<file path="config.mk">
export PLATFORM = sky130hd
export DESIGN_NAME = tse_queue
export DESIGN_NICKNAME = d
export VERILOG_FILES = /design/src/rtl/tse_pkg.sv /design/src/rtl/tse_queue.sv
export SDC_FILE = /design/constraint.sdc
export NUM_CORES = 1
export LEC_CHECK = 0
export BUFFER_PORTS_ARGS = -buffer_cell sky130_fd_sc_hd__clkbuf_2
export CORE_ASPECT_RATIO = 1.1
export CORE_MARGIN = 5
export CORE_UTILIZATION = 24
export DETAILED_ROUTE_END_ITERATION = 8
export PLACE_DENSITY_LB_ADDON = 0.25
export SETUP_SLACK_MARGIN = 0.2
export SLEW_MARGIN = 30
export SYNTH_ARGS = -nofsm -noshare
export SYNTH_HDL_FRONTEND = slang
export SYNTH_SLANG_ARGS = --single-unit
</file>
<file path="constraint.sdc">
create_clock -name clk -period 6.54 [get_ports clk]
set_input_delay 0.327 -clock clk [delete_from_list [all_inputs] [get_ports clk]]
set_output_delay 0.327 -clock clk [all_outputs]
set_load 0.01 [all_outputs]
</file>
<file path="src/rtl/tse_pkg.sv">
// ----------------------------------------------------------------------------
// tse_pkg
// Shared widths, result part codes and pipeline payload types for the
// triangle setup engine.
// ----------------------------------------------------------------------------
package tse_pkg;

  localparam int CORNER_W   = 16;
  localparam int EDGE_W     = 17;
  localparam int PROD_W     = 34;
  localparam int VAL_W      = 35;
  localparam int MAG_W      = 34;
  localparam int HALF_W     = 17;
  localparam int DEN_W      = 70;
  localparam int REM_W      = 71;
  localparam int Q_W        = 33;
  localparam int MANT_W     = 32;
  localparam int LZ_W       = 7;
  localparam int EXP_W      = 7;
  localparam int PART_W     = 3;
  localparam int NORM_STEPS = 7;
  localparam int DIV_STEPS  = 33;
  localparam int EXP_BIAS   = 37;
  localparam int QUEUE_DEPTH = 4;
  localparam int QPTR_W     = $clog2(QUEUE_DEPTH);

  localparam logic [PART_W-1:0] PART_EDGE_AB = 3'd0;
  localparam logic [PART_W-1:0] PART_EDGE_AC = 3'd1;
  localparam logic [PART_W-1:0] PART_NORMAL  = 3'd2;
  localparam logic [PART_W-1:0] PART_DOTS    = 3'd3;
  localparam logic [PART_W-1:0] PART_RECIP   = 3'd4;

  typedef struct packed {
    logic signed [EDGE_W-1:0] ux;
    logic signed [EDGE_W-1:0] uy;
    logic signed [EDGE_W-1:0] uz;
    logic signed [EDGE_W-1:0] vx;
    logic signed [EDGE_W-1:0] vy;
    logic signed [EDGE_W-1:0] vz;
    logic                     fin;
  } tse_edges_t;

  typedef struct packed {
    tse_edges_t              e;
    logic signed [VAL_W-1:0] nx;
    logic signed [VAL_W-1:0] ny;
    logic signed [VAL_W-1:0] nz;
    logic signed [VAL_W-1:0] d11;
    logic signed [VAL_W-1:0] d12;
    logic signed [VAL_W-1:0] d22;
  } tse_early_t;

  typedef struct packed {
    tse_early_t       early;
    logic             deg;
    logic [DEN_W-1:0] den;
    logic [LZ_W-1:0]  lz;
    logic [REM_W-1:0] rem;
    logic [Q_W-1:0]   q;
  } tse_div_t;

  typedef struct packed {
    tse_early_t              early;
    logic [MANT_W-1:0]       mant;
    logic signed [EXP_W-1:0] ex;
    logic                    deg;
  } tse_tri_t;

endpackage

</file>
<file path="src/rtl/tse_queue.sv">
// ----------------------------------------------------------------------------
// tse_queue
// Short FIFO of edge sets between the front and the arithmetic pipeline.
// ----------------------------------------------------------------------------
module tse_queue (
  input  logic                clk,
  input  logic                rst_n,
  input  logic                push,
  input  tse_pkg::tse_edges_t wdata,
  output logic                full,
  input  logic                pop,
  output logic                rvalid,
  output tse_pkg::tse_edges_t rdata
);
  import tse_pkg::*;

  tse_edges_t        mem_r [QUEUE_DEPTH];
  logic [QPTR_W-1:0] wr_r, rd_r;
  logic [QPTR_W:0]   cnt_r;
  logic              do_pop;

  assign full   = (cnt_r == (QPTR_W+1)'(QUEUE_DEPTH));
  assign rvalid = (cnt_r != '0);
  assign rdata  = mem_r[rd_r];
  assign do_pop = pop && rvalid;

  always_ff @(posedge clk) begin
    if (push) begin
      mem_r[wr_r] <= wdata;
    end
  end

  always_ff @(posedge clk) begin
    if (!rst_n) begin
      wr_r  <= '0;
      rd_r  <= '0;
      cnt_r <= '0;
    end else begin
      if (push) wr_r <= wr_r + QPTR_W'(1);
      if (do_pop) rd_r <= rd_r + QPTR_W'(1);
      if (push && !do_pop) cnt_r <= cnt_r + (QPTR_W+1)'(1);
      else if (!push && do_pop) cnt_r <= cnt_r - (QPTR_W+1)'(1);
    end
  end

  a_cnt_bound: assert property (@(posedge clk) disable iff (!rst_n)
    cnt_r <= (QPTR_W+1)'(QUEUE_DEPTH)) else $error("queue count beyond depth");
  a_ptr_gap: assert property (@(posedge clk) disable iff (!rst_n)
    QPTR_W'(wr_r - rd_r) == cnt_r[QPTR_W-1:0]) else $error("queue pointers out of step");

endmodule

</file>
==> flow_summary.rst <==
.. list-table::
   :header-rows: 1

   * - Metric
     - Value
   * - Portion of total power attributed to sequential cells
     - 0.442
   * - Via count of the first global-routing pass
     - 8070
   * - Cell variety after synth
     - 22
   * - Core outline area
     - 63600 um2
   * - Reg-to-reg slack, setup
     - 4.38 ns
   * - Worst hold path type
     - input pin to flip-flop
   * - Result of the run
     - complete, no violations
   * - Length in cells of the worst reg-to-reg path
     - 7
   * - 1st-iter DRT viols
     - 297
   * - Antenna violations before repair
     - 1
   * - Die area
     - 69300 um2
   * - Internal power
     - 5.36 mW
   * - Initial standard-cell utilization of the core
     - 0.242
   * - Upper clock frequency limit
     - 0.298 GHz
   * - Total setup violations reported at the end of the flow
     - 0
   * - Post-route antenna net violation count
     - 0
   * - Critical path startpoint category
     - flip-flop
   * - Die boundary height
     - 276 um
   * - Pin count of the biggest net entering global routing
     - 58
   * - RePlAce Congestion
     - 0.638
   * - FP Rows
     - 97
   * - Number of max-cap violations
     - 0
   * - Summed instance area of the synthesized netlist
     - 15400 um2
   * - Share of cells above drive strength 1
     - 0.403
   * - Worst-Skew Late Latency
     - 0.56 ns
   * - Min setup slack post-route
     - 3.19 ns
   * - Summed negative setup slack over all endpoints
     - 0 ns
   * - Sink Count
     - 421
   * - Reg-to-Reg End
     - cnt_r[2]
   * - Syn Nets
     - 694
   * - Leakage power summed over all cells
     - 6.61 nW
   * - Clock power share
     - 0.353
   * - Nets
     - 1045
   * - Number of iterations in the first detailed-routing pass
     - 4
   * - Psw
     - 1.83 mW
   * - Synth-to-layout area growth
     - 29.1%
   * - Worst setup skew after layout
     - 0.0102 ns
   * - Via/cell ratio
     - 4.02
   * - CP Capture Type
     - primary output
   * - Fin. Hold Viols
     - 0
   * - Worst Hold Margin
     - 0.0827 ns
   * - Origin of the critical flop-to-flop path
     - cnt_r[0]
   * - All-layer global routing usage
     - 0.0949
   * - H-Tree Level Count
     - 2
   * - Post-detail-place hpwl
     - 19600 um
   * - Unrepaired setup endpoints after global routing
     - no
   * - GR Overflow Total
     - 0
   * - IO Count
     - 212
   * - DRC violations left
     - 0
   * - Max-slew violation total from the final report
     - 0
   * - Worst slew pin tran
     - 0.951 ns
   * - Number of setup buffers added after CTS
     - 0
   * - Combinational Power Share
     - 0.205
   * - Setup slack after placement
     - 3.68 ns
   * - Max FO, Critical Path
     - 54
   * - Number of clock buffers inserted by TritonCTS
     - 47
   * - Power per standard cell area
     - 361 nW/um2
   * - Highest ir drop seen on vdd
     - 0.249 mV
   * - Clock tree from TritonCTS
     - yes
   * - Kind of critical path
     - flip-flop to primary output
   * - Endpoint of the most critical setup path
     - rdata[84]
   * - First-pass GRT wire length
     - 50200 um
   * - Post-synthesis cell count
     - 581
   * - Synth warn
     - 0
   * - Seq/Total Area, Yosys
     - 0.815
   * - Horiz. Die Dim
     - 251 um
   * - Post-route minimum period
     - 3.35 ns
   * - Synthesis-stage register bit count
     - 421
   * - CTS max path bufs
     - 3
   * - Sw frac
     - 0.254
   * - Final wirelength
     - 33400 um
   * - Clock-pin transition on the worst setup and hold timing paths
     - 0.05 ns
   * - Number of input and output port buffers inserted
     - 211
   * - Required @ worst endpoint
     - 6.21 ns
   * - CP Data Arrival Time
     - 3.03 ns
   * - Final worst path period share
     - 0.513
   * - Worst rel slew slack
     - 0.366
   * - Per-cell routed wire length
     - 18.5 um
   * - Synthesized area per cell
     - 26.5 um2
   * - Cell chosen for the clock root
     - clkbuf_16
   * - Total number of vias
     - 7258
-- worst min-delay path by stage --
stage,start,to,slack [ns],cells after the start
2_1_floorplan,wdata[0],mem_r[0][0],0.43,0
3_3_place_gp,cnt_r[2],cnt_r[2],0.52,2
3_5_place_dp,cnt_r[2],cnt_r[2],0.53,2
4_1_cts,rst_n,flip-flop,0.04,2
5_1_grt,rst_n,flip-flop,0.08,2
6_report,rst_n,flip-flop,0.08,2
-- power groups by stage --
stage / Combinational (mW) / Clock, mW / Sequential [mW]
after CTS: 1.54 / 2.64 / 3.18
after floorplan: 1.04 / 0 / 3.20
after global placement: 1.47 / 0 / 3.24
after global routing: 1.62 / 2.74 / 3.19
final: 1.47 / 2.53 / 3.18
after detailed placement: 1.49 / 0 / 3.24
-- timing repair --
action | CTS | global route
hold endpoints to repair | 412 | 0
resized for setup | 0 | 0
hold buffers | 103 | 0
-- layout by cell type, fill, tap and decap left out, types with 2 or more instances in the layout --
cell,count
mux4_2,103
or3_1,2
xor2_1,2
clkinv_1,8
clkbuf_2,211
dfxtp_4,2
inv_6,3
and2_4,4
buf_4,9
xnor2_1,3
nor2b_1,2
mux2i_1,2
clkbuf_1,16
dlygate4sd3_1,103
dfxtp_1,7
clkbuf_16,47
bufinv_16,5
ha_1,5
clkinv_2,3
and2_1,5
inv_1,3
edfxtp_1,412
-- per-layer routing --
metal | vias up | wire length (um) | track usage
li1 | 3218 | - | -
met1 | 3804 | 14300 | 0.122
met2 | 177 | 15800 | 0.150
met3 | 59 | 2610 | 0.0363
met4 | 0 | 780 | 0.0279
met5 | - | 0 | 0
-- sequential cells by signal (all words and copies together) (netlist names), named ones only --
name	count
wr_r	2
rd_r	2
mem_r	412
cnt_r	3
-- cells in the mapped netlist (all sizes together) --
master  count  area, um2
or3         2       12.5
xor2        2       17.5
dfxtp       9        180
fa          1       20.0
nor2b       2       12.5
ha          5       62.6
inv         3       11.3
a21boi      1       7.51
o31ai       1       7.51
o311ai      1       8.76
mux4      103       2320
edfxtp    412      12400
xnor2       3       26.3
nor3b       1       7.51
buf        23        245
o21ai       1       5.00
and2        9       56.3
mux2i       2       20.0
-- critical path, cell delays in order (launching register included) --
cell and delay (ns):
dfxtp_4 0.88, buf_4 0.81, mux4_2 0.41, clkbuf_2 0.17
-- cells by family after synthesis --
| family | synth area share |
|---|---|
| xor gates and xnor gates | 0.00285 |
| DFF | 0.815 |
| adders and majority gates | 0.00537 |
| muxes | 0.152 |
| and+or+nand+nor | 0.00577 |
| AOI/OAI and AO/OA | 0.00187 |
| buffers and inverters | 0.0167 |
-- through the flow --
stage               total power [mW]  std cells   util  area [um2]
global route                    7.56       1807  0.313       19900
CTS                             7.37       1806  0.313       19900
detailed placement              4.73       1621  0.273       17400
finish                          7.19       1807  0.313       19900
global placement                4.70       1620  0.273       17400
floorplan                       4.25        581      -       15400
-- cell type report --
cell class,count,area [um2]
Fill cell,6197,43700
Sequential cell,421,12600
Multi-Input combinational cell,134,2590
Timing Repair Buffer,325,2200
Clock buffer,63,1240
Tap cell,841,1050
Clock inverter,19,221
Inverter,3,11.3
Antenna cell,1,2.50
No activity file was read; power rests on OpenSTA's default activity.
