[src/rtl/tse_pkg.sv]
// ----------------------------------------------------------------------------
// tse_pkg
// Shared widths, result part codes and pipeline payload types for the
// triangle setup engine.
// ----------------------------------------------------------------------------
package tse_pkg;

  localparam int CORNER_W   = 16;
  localparam int EDGE_W     = 17;
  localparam int PROD_W     = 34;
  localparam int VAL_W      = 35;
  localparam int MAG_W      = 34;
  localparam int HALF_W     = 17;
  localparam int DEN_W      = 70;
  localparam int REM_W      = 71;
  localparam int Q_W        = 33;
  localparam int MANT_W     = 32;
  localparam int LZ_W       = 7;
  localparam int EXP_W      = 7;
  localparam int PART_W     = 3;
  localparam int NORM_STEPS = 7;
  localparam int DIV_STEPS  = 33;
  localparam int EXP_BIAS   = 37;
  localparam int QUEUE_DEPTH = 4;
  localparam int QPTR_W     = $clog2(QUEUE_DEPTH);

  localparam logic [PART_W-1:0] PART_EDGE_AB = 3'd0;
  localparam logic [PART_W-1:0] PART_EDGE_AC = 3'd1;
  localparam logic [PART_W-1:0] PART_NORMAL  = 3'd2;
  localparam logic [PART_W-1:0] PART_DOTS    = 3'd3;
  localparam logic [PART_W-1:0] PART_RECIP   = 3'd4;

  typedef struct packed {
    logic signed [EDGE_W-1:0] ux;
    logic signed [EDGE_W-1:0] uy;
    logic signed [EDGE_W-1:0] uz;
    logic signed [EDGE_W-1:0] vx;
    logic signed [EDGE_W-1:0] vy;
    logic signed [EDGE_W-1:0] vz;
    logic                     fin;
  } tse_edges_t;

  typedef struct packed {
    tse_edges_t              e;
    logic signed [VAL_W-1:0] nx;
    logic signed [VAL_W-1:0] ny;
    logic signed [VAL_W-1:0] nz;
    logic signed [VAL_W-1:0] d11;
    logic signed [VAL_W-1:0] d12;
    logic signed [VAL_W-1:0] d22;
  } tse_early_t;

  typedef struct packed {
    tse_early_t       early;
    logic             deg;
    logic [DEN_W-1:0] den;
    logic [LZ_W-1:0]  lz;
    logic [REM_W-1:0] rem;
    logic [Q_W-1:0]   q;
  } tse_div_t;

  typedef struct packed {
    tse_early_t              early;
    logic [MANT_W-1:0]       mant;
    logic signed [EXP_W-1:0] ex;
    logic                    deg;
  } tse_tri_t;

endpackage

[src/rtl/tse_if.sv]
// ----------------------------------------------------------------------------
// tse_in_if / tse_out_if
// Valid/ready channels for corner input beats and result output beats.
// ----------------------------------------------------------------------------
interface tse_in_if;
  import tse_pkg::*;
  logic                       valid;
  logic                       ready;
  logic signed [CORNER_W-1:0] corner_a_x;
  logic signed [CORNER_W-1:0] corner_a_y;
  logic signed [CORNER_W-1:0] corner_a_z;
  logic signed [CORNER_W-1:0] corner_b_x;
  logic signed [CORNER_W-1:0] corner_b_y;
  logic signed [CORNER_W-1:0] corner_b_z;
  logic signed [CORNER_W-1:0] corner_c_x;
  logic signed [CORNER_W-1:0] corner_c_y;
  logic signed [CORNER_W-1:0] corner_c_z;
  logic                       final_triangle;

  modport source (output valid, corner_a_x, corner_a_y, corner_a_z, corner_b_x, corner_b_y,
                  corner_b_z, corner_c_x, corner_c_y, corner_c_z, final_triangle,
                  input ready);
  modport sink (input valid, corner_a_x, corner_a_y, corner_a_z, corner_b_x, corner_b_y,
                corner_b_z, corner_c_x, corner_c_y, corner_c_z, final_triangle,
                output ready);
endinterface


[src/rtl/tse_front.sv]
// ----------------------------------------------------------------------------
// tse_front
// Accepts corner beats and forms the edge vectors AB and AC for the queue.
// ----------------------------------------------------------------------------
module tse_front (
  tse_in_if.sink                in_chan,
  input  logic                  q_full,
  output logic                  q_push,
  output tse_pkg::tse_edges_t   q_wdata
);
  import tse_pkg::*;

  assign in_chan.ready = !q_full;
  assign q_push        = in_chan.valid && !q_full;

  always_comb begin
    q_wdata.ux  = EDGE_W'(in_chan.corner_b_x) - EDGE_W'(in_chan.corner_a_x);
    q_wdata.uy  = EDGE_W'(in_chan.corner_b_y) - EDGE_W'(in_chan.corner_a_y);
    q_wdata.uz  = EDGE_W'(in_chan.corner_b_z) - EDGE_W'(in_chan.corner_a_z);
    q_wdata.vx  = EDGE_W'(in_chan.corner_c_x) - EDGE_W'(in_chan.corner_a_x);
    q_wdata.vy  = EDGE_W'(in_chan.corner_c_y) - EDGE_W'(in_chan.corner_a_y);
    q_wdata.vz  = EDGE_W'(in_chan.corner_c_z) - EDGE_W'(in_chan.corner_a_z);
    q_wdata.fin = in_chan.final_triangle;
  end

endmodule

[src/flat_wrapper.sv]
// flat-port wrapper written by rule: the top's interface ports become plain ports
module tse_front_flat import tse_pkg::*;
  (q_full, q_push, q_wdata, in_chan_valid, in_chan_corner_a_x, in_chan_corner_a_y, in_chan_corner_a_z, in_chan_corner_b_x, in_chan_corner_b_y, in_chan_corner_b_z, in_chan_corner_c_x, in_chan_corner_c_y, in_chan_corner_c_z, in_chan_final_triangle, in_chan_ready);
  tse_in_if in_chan_i ();
  input  logic q_full;
  output logic q_push;
  output tse_pkg::tse_edges_t q_wdata;
  input wire logic [$bits(in_chan_i.valid)-1:0] in_chan_valid;
  input wire logic [$bits(in_chan_i.corner_a_x)-1:0] in_chan_corner_a_x;
  input wire logic [$bits(in_chan_i.corner_a_y)-1:0] in_chan_corner_a_y;
  input wire logic [$bits(in_chan_i.corner_a_z)-1:0] in_chan_corner_a_z;
  input wire logic [$bits(in_chan_i.corner_b_x)-1:0] in_chan_corner_b_x;
  input wire logic [$bits(in_chan_i.corner_b_y)-1:0] in_chan_corner_b_y;
  input wire logic [$bits(in_chan_i.corner_b_z)-1:0] in_chan_corner_b_z;
  input wire logic [$bits(in_chan_i.corner_c_x)-1:0] in_chan_corner_c_x;
  input wire logic [$bits(in_chan_i.corner_c_y)-1:0] in_chan_corner_c_y;
  input wire logic [$bits(in_chan_i.corner_c_z)-1:0] in_chan_corner_c_z;
  input wire logic [$bits(in_chan_i.final_triangle)-1:0] in_chan_final_triangle;
  output wire logic [$bits(in_chan_i.ready)-1:0] in_chan_ready;
  assign in_chan_i.valid = in_chan_valid;
  assign in_chan_i.corner_a_x = in_chan_corner_a_x;
  assign in_chan_i.corner_a_y = in_chan_corner_a_y;
  assign in_chan_i.corner_a_z = in_chan_corner_a_z;
  assign in_chan_i.corner_b_x = in_chan_corner_b_x;
  assign in_chan_i.corner_b_y = in_chan_corner_b_y;
  assign in_chan_i.corner_b_z = in_chan_corner_b_z;
  assign in_chan_i.corner_c_x = in_chan_corner_c_x;
  assign in_chan_i.corner_c_y = in_chan_corner_c_y;
  assign in_chan_i.corner_c_z = in_chan_corner_c_z;
  assign in_chan_i.final_triangle = in_chan_final_triangle;
  assign in_chan_ready = in_chan_i.ready;
  tse_front u_core (.in_chan(in_chan_i), .q_full(q_full), .q_push(q_push), .q_wdata(q_wdata));
endmodule
[config.mk]
export PLATFORM = sky130hd
export DESIGN_NAME = tse_front_flat
export DESIGN_NICKNAME = d
export VERILOG_FILES = /design/src/rtl/tse_pkg.sv /design/src/rtl/tse_if.sv /design/src/rtl/tse_front.sv /design/src/flat_wrapper.sv
export SDC_FILE = /design/constraint.sdc
export NUM_CORES = 1
export LEC_CHECK = 0
export BUFFER_PORTS_ARGS = -buffer_cell sky130_fd_sc_hd__clkbuf_2
export CAP_MARGIN = 40
export CELL_PAD_IN_SITES_DETAIL_PLACEMENT = 0
export CELL_PAD_IN_SITES_GLOBAL_PLACEMENT = 2
export CORE_MARGIN = 3
export CORE_UTILIZATION = 26
export DETAILED_ROUTE_END_ITERATION = 8
export PLACE_DENSITY = 0.95
export SKIP_LAST_GASP = 1
export SLEW_MARGIN = 20
export SYNTH_ARGS = -nofsm -noshare
export SYNTH_HDL_FRONTEND = slang
export SYNTH_SLANG_ARGS = --single-unit
export TNS_END_PERCENT = 50
[constraint.sdc]
create_clock -name vclk -period 6.17
set_input_delay 0.617 -clock vclk [all_inputs]
set_output_delay 0.617 -clock vclk [all_outputs]
set_load 0.005 [all_outputs]
==> reports/qor.txt <==
outcome -> finished clean
ANT nets after route -> 0
post-route cell area -> 0.006227 sq mm
Max stage delay cell, worst path -> fa_1
most frequent cells in the layout -> clkbuf_2, ha_1, inv_1
# rows -> 48
fmax -> 299.6 MHz
Setup TNS -> 0 ns
Final setup violation count -> 0
Initial DRC Count -> 235
Hold EP -> q_wdata[0]
post-route setup slack -> 2.832 ns
Die ar. -> 0.01991 sq mm
first-pass GRT wire length -> 24.27 mm
max incr delay on CP -> 0.40 ns
layout clock buffer count -> 0
DR vias -> 5639
Mapped Area -> 0.004747 sq mm
Hold Crit Class -> input port to output port
cell breakdown of the critical path -> clkbuf_2 > inv_1 > ha_1 > fa_1 > nand2b_1 > a21oi_1 > nor2_1 > o21ai_1 > a2111oi_0 > or3b_1 > clkbuf_2
post-CTS setup buffers -> 0
area of the multi-input gates -> 0.004345 sq mm
Required @ worst endpoint -> 5.55 ns
critical path launch point type -> input port
I/O Buffers -> 250
met3 usage -> 0.01221
Initial Util -> 0.2698
Die H -> 141.1 um
post-cts resize count -> 0
RSZ-0062 raised after global routing -> no
Synthesized Nets -> 945
flip-flop and latch area -> 0 sq um
Worst Path Arrival -> 2.72 ns
Hold Vio Cnt, Final -> 0
Slew @ Worst Pin -> 0.5316 ns
Tmin final -> 3.338 ns
area delta synth->final -> 31.18%
final period utilization -> 0.5410
DR WL/cell -> 13.17 um
# nets final -> 1184
Fin Hold WS -> 1.234 ns
maximum capacitance violations -> 0
CP Capture Type -> output port
grt met1 use -> 0.1817
DRC Markers -> 0
largest net degree at the start of global routing -> 12
Top Ports -> 252
Worst Setup Path Type -> input port to output port
cts-stage hold buffer count -> 0
gr ovfl total -> 0
Ys Warns -> 0
relative slew slack -> 0.6426
commonest non-fill, non-tap cell in the layout -> clkbuf_2
Max FO, Critical Path -> 3
sequential share of the synthesized area -> 0
Cell variety after synth -> 58
die extent in x -> 141.1 um
layout cells sized above 1 -> 0.2733
vias in the first global route -> 5349
crit-path most repeated cell -> clkbuf_2
Yosys top cell area share -> 0.2530
pre-CTS WS -> 2.830 ns
GR Layer Usage met2 -> 0.2603
maximum vdd drop -> 48.00 uV
Filler Cell Count -> 1998
RePlAce Congestion -> 0.8561
cell count after synthesis -> 696
detailed placement HPWL -> 13.72 mm
Synth area leaders -> ha_1, xnor2_1, inv_1
final slew viol count -> 0
PwrDens -> 115.9 mW/mm^2
1st-pass router iterations -> 5
total power -> 0.7215 mW
gr usage total -> 0.1397
Via density -> 4.870
static leakage power -> 3.425 nW
GR peak layer -> met2
cell taking the most area after synthesis -> ha_1
core area -> 0.01760 sq mm
initial antenna violation count -> 0
syn_area_per_cell -> 6.820 sq um
Worst Hold Launch -> in_chan_final_triangle
placed cell areas -> 0.006227 sq mm
final WL -> 15.25 mm
n_diodes -> 0
Seq cells -> 0
hold path cells -> 0
==> synth_stat cells (13+ instances only) <==
cell and count:
o21ai_1 20, xor2_1 16, a21o_1 18, xnor2_1 51, nand2_1 47, ha_1 96
nor2b_1 14, a31oi_1 13, a21oi_1 65, nor2_1 56, nand3_1 16, inv_1 93
o21a_1 14, o21ai_0 22
==> cells by family (layout without fill, tap and decap cells) <==
group / count (synthesis) / count (layout) / share of synthesized area
AND/OR/NAND/NOR: 199 / 199 / 0.2082
adder cells (fa/ha/maj): 102 / 102 / 0.2783
XOR/XNOR: 67 / 67 / 0.1236
AO/OA/AOI/OAI: 215 / 215 / 0.2905
buffers and inverters: 106 / 343 / 0.08461
multiplexers: 7 / 7 / 0.01476
==> power by group <==
part	switching, mW	internal [mW]	leakage, nW
Sequential	0	0	0
Combinational	0.382	0.339	3.42
Clock	0	0	0
==> layer usage <==
| layer | share of wire | vias to the layer above |
|---|---|---|
| li1 | - | 2976 |
| met1 | 0.44 | 2495 |
| met2 | 0.49 | 160 |
| met3 | 0.061 | 8 |
| met4 | 0.0081 | 0 |
| met5 | 0 | - |
==> metrics by stage <==
stage,utilization,std cells
after floorplan,-,696
after global placement,0.3539,1158
after detailed placement,0.3539,1158
after CTS,0.3539,1158
after global routing,0.3539,1158
final,0.3539,1158
==> cell type report <==
| cell class | instances | share of cell area |
|---|---|---|
| Multi-Input combinational cell | 590 | 0.6978 |
| Timing Repair Buffer | 250 | 0.2009 |
| Inverter | 93 | 0.05606 |
| Tap cell | 225 | 0.04521 |
==> worst max-delay path, delay by kind of cell <==
| family | cells | cell delay (ns) |
|---|---|---|
| fa+ha+maj | 2 | 0.61 |
| simple gates | 3 | 0.67 |
| buf+inv | 3 | 0.22 |
| compound gates | 3 | 0.59 |
==> how the worst max path moves through the flow <==
stage	startpoint	to	slack, ns
finish	in_chan_corner_b_z[0]	q_wdata[62]	2.83
global route	in_chan_corner_b_z[0]	q_wdata[62]	2.63
CTS	in_chan_corner_b_z[0]	q_wdata[62]	2.82
detailed placement	in_chan_corner_b_z[0]	q_wdata[62]	2.83
global placement	in_chan_corner_a_z[1]	q_wdata[16]	2.87
floorplan	in_chan_corner_b_z[0]	q_wdata[62]	3.21
(Power assumes the default switching activity.)
