File: src/rtl/tse_pkg.sv
// ----------------------------------------------------------------------------
// tse_pkg
// Shared widths, result part codes and pipeline payload types for the
// triangle setup engine.
// ----------------------------------------------------------------------------
package tse_pkg;

  localparam int CORNER_W   = 16;
  localparam int EDGE_W     = 17;
  localparam int PROD_W     = 34;
  localparam int VAL_W      = 35;
  localparam int MAG_W      = 34;
  localparam int HALF_W     = 17;
  localparam int DEN_W      = 70;
  localparam int REM_W      = 71;
  localparam int Q_W        = 33;
  localparam int MANT_W     = 32;
  localparam int LZ_W       = 7;
  localparam int EXP_W      = 7;
  localparam int PART_W     = 3;
  localparam int NORM_STEPS = 7;
  localparam int DIV_STEPS  = 33;
  localparam int EXP_BIAS   = 37;
  localparam int QUEUE_DEPTH = 4;
  localparam int QPTR_W     = $clog2(QUEUE_DEPTH);

  localparam logic [PART_W-1:0] PART_EDGE_AB = 3'd0;
  localparam logic [PART_W-1:0] PART_EDGE_AC = 3'd1;
  localparam logic [PART_W-1:0] PART_NORMAL  = 3'd2;
  localparam logic [PART_W-1:0] PART_DOTS    = 3'd3;
  localparam logic [PART_W-1:0] PART_RECIP   = 3'd4;

  typedef struct packed {
    logic signed [EDGE_W-1:0] ux;
    logic signed [EDGE_W-1:0] uy;
    logic signed [EDGE_W-1:0] uz;
    logic signed [EDGE_W-1:0] vx;
    logic signed [EDGE_W-1:0] vy;
    logic signed [EDGE_W-1:0] vz;
    logic                     fin;
  } tse_edges_t;

  typedef struct packed {
    tse_edges_t              e;
    logic signed [VAL_W-1:0] nx;
    logic signed [VAL_W-1:0] ny;
    logic signed [VAL_W-1:0] nz;
    logic signed [VAL_W-1:0] d11;
    logic signed [VAL_W-1:0] d12;
    logic signed [VAL_W-1:0] d22;
  } tse_early_t;

  typedef struct packed {
    tse_early_t       early;
    logic             deg;
    logic [DEN_W-1:0] den;
    logic [LZ_W-1:0]  lz;
    logic [REM_W-1:0] rem;
    logic [Q_W-1:0]   q;
  } tse_div_t;

  typedef struct packed {
    tse_early_t              early;
    logic [MANT_W-1:0]       mant;
    logic signed [EXP_W-1:0] ex;
    logic                    deg;
  } tse_tri_t;

endpackage

File: src/rtl/tse_if.sv


interface tse_out_if;
  import tse_pkg::*;
  logic                    valid;
  logic                    ready;
  logic [PART_W-1:0]       part;
  logic signed [VAL_W-1:0] value_one;
  logic signed [VAL_W-1:0] value_two;
  logic signed [VAL_W-1:0] value_three;
  logic signed [EXP_W-1:0] scale_exponent;
  logic                    degenerate;
  logic                    batch_end;
  logic                    last_of_run;

  modport source (output valid, part, value_one, value_two, value_three, scale_exponent,
                  degenerate, batch_end, last_of_run, input ready);
  modport sink (input valid, part, value_one, value_two, value_three, scale_exponent,
                degenerate, batch_end, last_of_run, output ready);
endinterface

File: src/rtl/tse_out.sv
// ----------------------------------------------------------------------------
// tse_out
// Result slot: holds one finished triangle and sends its five beats in order.
// ----------------------------------------------------------------------------
module tse_out (
  input  logic              clk,
  input  logic              rst_n,
  input  logic              tail_valid,
  input  tse_pkg::tse_tri_t tail_data,
  output logic              take,
  tse_out_if.source         out_chan
);
  import tse_pkg::*;

  tse_tri_t          tri_r;
  logic              busy_r;
  logic [PART_W-1:0] idx_r;
  logic              last_beat;

  assign last_beat = busy_r && out_chan.ready && (idx_r == PART_RECIP);
  assign take      = tail_valid && (!busy_r || last_beat);

  always_ff @(posedge clk) begin
    if (take) begin
      tri_r <= tail_data;
    end
  end

  always_ff @(posedge clk) begin
    if (!rst_n) begin
      busy_r <= 1'b0;
      idx_r  <= PART_EDGE_AB;
    end else if (take) begin
      busy_r <= 1'b1;
      idx_r  <= PART_EDGE_AB;
    end else if (last_beat) begin
      busy_r <= 1'b0;
      idx_r  <= PART_EDGE_AB;
    end else if (busy_r && out_chan.ready) begin
      idx_r  <= idx_r + PART_W'(1);
    end
  end

  assign out_chan.valid = busy_r;
  assign out_chan.part  = idx_r;

  always_comb begin
    out_chan.scale_exponent = '0;
    out_chan.degenerate     = 1'b0;
    out_chan.batch_end      = 1'b0;
    out_chan.last_of_run    = 1'b0;
    unique case (idx_r)
      PART_EDGE_AB: begin
        out_chan.value_one   = VAL_W'(tri_r.early.e.ux);
        out_chan.value_two   = VAL_W'(tri_r.early.e.uy);
        out_chan.value_three = VAL_W'(tri_r.early.e.uz);
      end
      PART_EDGE_AC: begin
        out_chan.value_one   = VAL_W'(tri_r.early.e.vx);
        out_chan.value_two   = VAL_W'(tri_r.early.e.vy);
        out_chan.value_three = VAL_W'(tri_r.early.e.vz);
      end
      PART_NORMAL: begin
        out_chan.value_one   = tri_r.early.nx;
        out_chan.value_two   = tri_r.early.ny;
        out_chan.value_three = tri_r.early.nz;
      end
      PART_DOTS: begin
        out_chan.value_one   = tri_r.early.d11;
        out_chan.value_two   = tri_r.early.d12;
        out_chan.value_three = tri_r.early.d22;
      end
      default: begin
        out_chan.value_one      = $signed({{(VAL_W-MANT_W){1'b0}}, tri_r.mant});
        out_chan.value_two      = '0;
        out_chan.value_three    = '0;
        out_chan.scale_exponent = tri_r.ex;
        out_chan.degenerate     = tri_r.deg;
        out_chan.batch_end      = tri_r.early.e.fin;
        out_chan.last_of_run    = 1'b1;
      end
    endcase
  end

  a_idx_range: assert property (@(posedge clk) disable iff (!rst_n)
    busy_r |-> idx_r <= PART_RECIP) else $error("result index out of range");
  a_idx_step: assert property (@(posedge clk) disable iff (!rst_n)
    (busy_r && out_chan.ready && idx_r != PART_RECIP) |=>
      (busy_r && idx_r == $past(idx_r) + PART_W'(1))) else $error("result beat skipped");
  a_deg_zero: assert property (@(posedge clk) disable iff (!rst_n)
    (busy_r && tri_r.deg) |-> (tri_r.mant == '0 && tri_r.ex == '0))
    else $error("degenerate triangle with nonzero reciprocal");

endmodule

File: src/flat_wrapper.sv
// flat-port wrapper written by rule: the top's interface ports become plain ports
module tse_out_flat import tse_pkg::*;
  (clk, rst_n, tail_valid, tail_data, take, out_chan_valid, out_chan_part, out_chan_value_one, out_chan_value_two, out_chan_value_three, out_chan_scale_exponent, out_chan_degenerate, out_chan_batch_end, out_chan_last_of_run, out_chan_ready);
  tse_out_if out_chan_i ();
  input  logic clk;
  input  logic rst_n;
  input  logic tail_valid;
  input  tse_pkg::tse_tri_t tail_data;
  output logic take;
  output wire logic [$bits(out_chan_i.valid)-1:0] out_chan_valid;
  output wire logic [$bits(out_chan_i.part)-1:0] out_chan_part;
  output wire logic [$bits(out_chan_i.value_one)-1:0] out_chan_value_one;
  output wire logic [$bits(out_chan_i.value_two)-1:0] out_chan_value_two;
  output wire logic [$bits(out_chan_i.value_three)-1:0] out_chan_value_three;
  output wire logic [$bits(out_chan_i.scale_exponent)-1:0] out_chan_scale_exponent;
  output wire logic [$bits(out_chan_i.degenerate)-1:0] out_chan_degenerate;
  output wire logic [$bits(out_chan_i.batch_end)-1:0] out_chan_batch_end;
  output wire logic [$bits(out_chan_i.last_of_run)-1:0] out_chan_last_of_run;
  input wire logic [$bits(out_chan_i.ready)-1:0] out_chan_ready;
  assign out_chan_valid = out_chan_i.valid;
  assign out_chan_part = out_chan_i.part;
  assign out_chan_value_one = out_chan_i.value_one;
  assign out_chan_value_two = out_chan_i.value_two;
  assign out_chan_value_three = out_chan_i.value_three;
  assign out_chan_scale_exponent = out_chan_i.scale_exponent;
  assign out_chan_degenerate = out_chan_i.degenerate;
  assign out_chan_batch_end = out_chan_i.batch_end;
  assign out_chan_last_of_run = out_chan_i.last_of_run;
  assign out_chan_i.ready = out_chan_ready;
  tse_out u_core (.clk(clk), .rst_n(rst_n), .tail_valid(tail_valid), .tail_data(tail_data), .take(take), .out_chan(out_chan_i));
endmodule
File: config.mk
export PLATFORM = sky130hd
export DESIGN_NAME = tse_out_flat
export DESIGN_NICKNAME = d
export VERILOG_FILES = /design/src/rtl/tse_pkg.sv /design/src/rtl/tse_if.sv /design/src/rtl/tse_out.sv /design/src/flat_wrapper.sv
export SDC_FILE = /design/constraint.sdc
export NUM_CORES = 1
export LEC_CHECK = 0
export ABC_AREA = 0
export BUFFER_PORTS_ARGS = -buffer_cell sky130_fd_sc_hd__buf_2
export CORE_MARGIN = 5
export CORE_UTILIZATION = 40
export DETAILED_ROUTE_END_ITERATION = 10
export PLACE_DENSITY = 0.64
export SYNTH_ARGS = -nofsm -noshare
export SYNTH_HDL_FRONTEND = slang
export SYNTH_SLANG_ARGS = --single-unit
File: constraint.sdc
create_clock -name clk -period 60.4 [get_ports clk]
set_input_delay 15.1 -clock clk [delete_from_list [all_inputs] [get_ports clk]]
set_output_delay 15.1 -clock clk [all_outputs]
set_load 0.02 [all_outputs]
==> flow_metrics.env <==
export IMPL_outcome="complete, no violations"
export IMPL_post_drt_via_cell_ratio=5.10
export IMPL_ys_seq_elements=357
export IMPL_synthTopCellsByCount="edfxtp_1, nand2_1, a222oi_1"
export IMPL_slowest_delay_ps=380
export IMPL_wirelength_mm=36.9
export IMPL_grt_pass1_wl_mm=51.9
export IMPL_clk_path_buf_depth=3
export IMPL_final_setup_tns_ps=0
export IMPL_cp_required_ps=45300
export IMPL_port_buffers=476
export IMPL_initial_core_util_pct=40.7
export IMPL_cap_violations=0
export IMPL_synth_cells=715
export IMPL_rsz0062_at_grt="no"
export IMPL_ios=477
export IMPL_yosysMostFrequentCell="edfxtp_1"
export IMPL_grt_pass1_vias=8930
export IMPL_synth_area_leader_cell="edfxtp_1"
export IMPL_crit_type="in2out"
export IMPL_yosysTopAreaCellShare_pct=79.7
export IMPL_cts_tree="built"
export IMPL_syn_area_per_cell_um2=18.6
export IMPL_dieWidth_um=192
export IMPL_crit_path_end_kind="output pin"
export IMPL_p_total_mw=0.597
export IMPL_post_cts_resized=0
export IMPL_htree_levels=2
export IMPL_areaGrowthSynthToFinish_pct=31.1
export IMPL_fmax_mhz=32.1
export IMPL_hpwl_mm=24.7
export IMPL_cts_hold_buffers=0
export IMPL_min_period_ps=31110
export IMPL_drt_wirelength_per_cell_um=22.0
export IMPL_critPathSlowestCell="a21boi_4"
export IMPL_rows=66
export IMPL_ir_drop_uv=42.6
export IMPL_relSlewSlack_pct=31.5
export IMPL_critPathMaxFanout=6
export IMPL_power_density_mw_per_mm2=34.2
export IMPL_path_clk_slew_ps=60
export IMPL_synth_edf_count=353
export IMPL_core_area_mm2=0.0327
export IMPL_yosysUniqueCellTypes=35
export IMPL_crit_path_cell_trace="buf_2, nand3_1, a21boi_4, buf_2"
export IMPL_crit_top_cell="buf_2"
export IMPL_final_max_slew_viol_count=0
export IMPL_gp_congestion=0.815
export IMPL_drt_antenna_violating_nets=0
export IMPL_ys_seq_area_share_pct=80.3
export IMPL_crit_path_start_kind="primary input"
export IMPL_dp_cells=1591
export IMPL_syn_area_mm2=0.0133
export IMPL_grt_max_degree=182
export IMPL_die_h_um=192
export IMPL_dr_pass1_iters=5
export IMPL_ys_flop_type="edfxtp_1"
export IMPL_antenna_found_initial=11
export IMPL_finalSetupViolations=0
export IMPL_yosys_warnings=0
export IMPL_skew_ps=21.3
export IMPL_track_usage_pct=18.6
export IMPL_synth_area_leaders="edfxtp_1, a222oi_1, a221o_1, mux2_4, nand2_1"
export IMPL_synth_nets=1077
export IMPL_worst_pin_slew_ps=1030
export IMPL_postCtsSetupRepairBufs=0
export IMPL_arrival_ps=16010
export IMPL_drive_above_1_share_pct=47.0
export IMPL_timing_final_crit_share_pct=51.5
export IMPL_cts_sinks=357
export IMPL_cts_root_buf="clkbuf_16"
export IMPL_hold_viol_final=0
export IMPL_dr_total_vias=8527
export IMPL_fin_cells=1672
export IMPL_power_leakage_nw=7.03
export IMPL_die_area_mm2=0.0370
export IMPL_hp_class="reg2reg"
export IMPL_cts_made_buffers=39
export IMPL_clk_latency_ps=540
export IMPL_nets=1552
export IMPL_drcViolationCount=0
export IMPL_fin_util_pct=53.3
export IMPL_grt_ovfl_total=0
export IMPL_initialDrtViolationCount=541
export IMPL_synth_async_sr_flop_share_pct=0
==> logic make-up (layout without fill, tap and decap cells) <==
logic type / count (synthesis) / in the layout / share of synthesized area (%)
flip-flops: 357 / 357 / 80.3
multiplexers: 32 / 32 / 2.95
adder cells (fa/ha/maj): 5 / 5 / 0.471
AND/OR/NAND/NOR: 72 / 72 / 2.48
buffers and inverters: 86 / 591 / 3.04
AO/OA/AOI/OAI: 162 / 162 / 10.7
XOR/XNOR: 1 / 1 / 0.0659
other: 0 / 10 / 0
==> routing by layer <==
| layer | up-vias | global-route usage, % | share of wire, % |
|---|---|---|---|
| met5 | - | 0 | 0.24 |
| met4 | 12 | 5.84 | 2.1 |
| met3 | 63 | 6.68 | 11 |
| met2 | 414 | 32.3 | 51 |
| met1 | 4131 | 21.7 | 36 |
| li1 | 3907 | - | - |
==> state kept, by name, indices dropped and copies added (netlist names) <==
name	count
u_core.tri_r	353
u_core.out_chan.part	3
u_core.out_chan.valid	1
==> cells in the final DEF (no fill, tap or decap), types with 9 or more instances in the layout <==
cell | synthesis | layout
a221o_1 | 41 | 41
a222oi_1 | 48 | 48
a22o_1 | 16 | 16
and2_1 | 9 | 9
buf_2 | 20 | 476
clkbuf_16 | 0 | 39
diode_2 | 0 | 10
edfxtp_1 | 353 | 353
inv_1 | 35 | 35
mux2_4 | 14 | 14
mux2i_1 | 16 | 16
nand2_1 | 50 | 50
o21ai_0 | 32 | 32
o221ai_1 | 16 | 16
==> worst max-delay path, delay by kind of cell <==
kind	cells	cell delay [ps]
buf+inv	2	360
compound gates	1	380
simple gates	1	160
==> where the power goes <==
part | leakage, nW | internal [mW] | total [mW] | switching, mW
Sequential | 3.40 | 0.290 | 0.294 | 0.00387
Combinational | 2.99 | 0.0232 | 0.0584 | 0.0352
Clock | 0.640 | 0.150 | 0.245 | 0.0952
Total | 7.03 | 0.463 | 0.597 | 0.134
==> path summary, 6_finish.rpt <==
check / cells after the start / from / endpoint / slack (ps)
worst max-delay path: 4 / out_chan_ready / take / 29290
worst min-delay path: 2 / u_core.out_chan.part[1]$_SDFFE_PP0P_ / u_core.out_chan.part[1]$_SDFFE_PP0P_ / 530
worst max register to register: 4 / u_core.out_chan.part[2]$_SDFFE_PP0P_ / u_core.tri_r[71]$_DFFE_PP_ / 57470
worst min register to register: 2 / u_core.out_chan.part[1]$_SDFFE_PP0P_ / u_core.out_chan.part[1]$_SDFFE_PP0P_ / 530
==> per-stage QoR <==
step           setup WS, ps  area [um2]  hold WS [ps]
6_report              29290       17400           535
4_1_cts               29300       17400           529
3_3_place_gp          29330       16100           514
3_5_place_dp          29300       16100           521
2_1_floorplan          4310       13300           571
5_1_grt               29250       17400           565
==> cell type report <==
class / instances / area (um2)
clock buffers: 46 / 1000
diodes: 10 / 25.0
multi-input cells: 272 / 2250
well taps: 442 / 553
flip-flops and latches: 357 / 10700
repair buffers: 484 / 2470
clock inverters: 25 / 322
fillers: 2720 / 15300
inverters: 36 / 135
(Power assumes the default switching activity.)
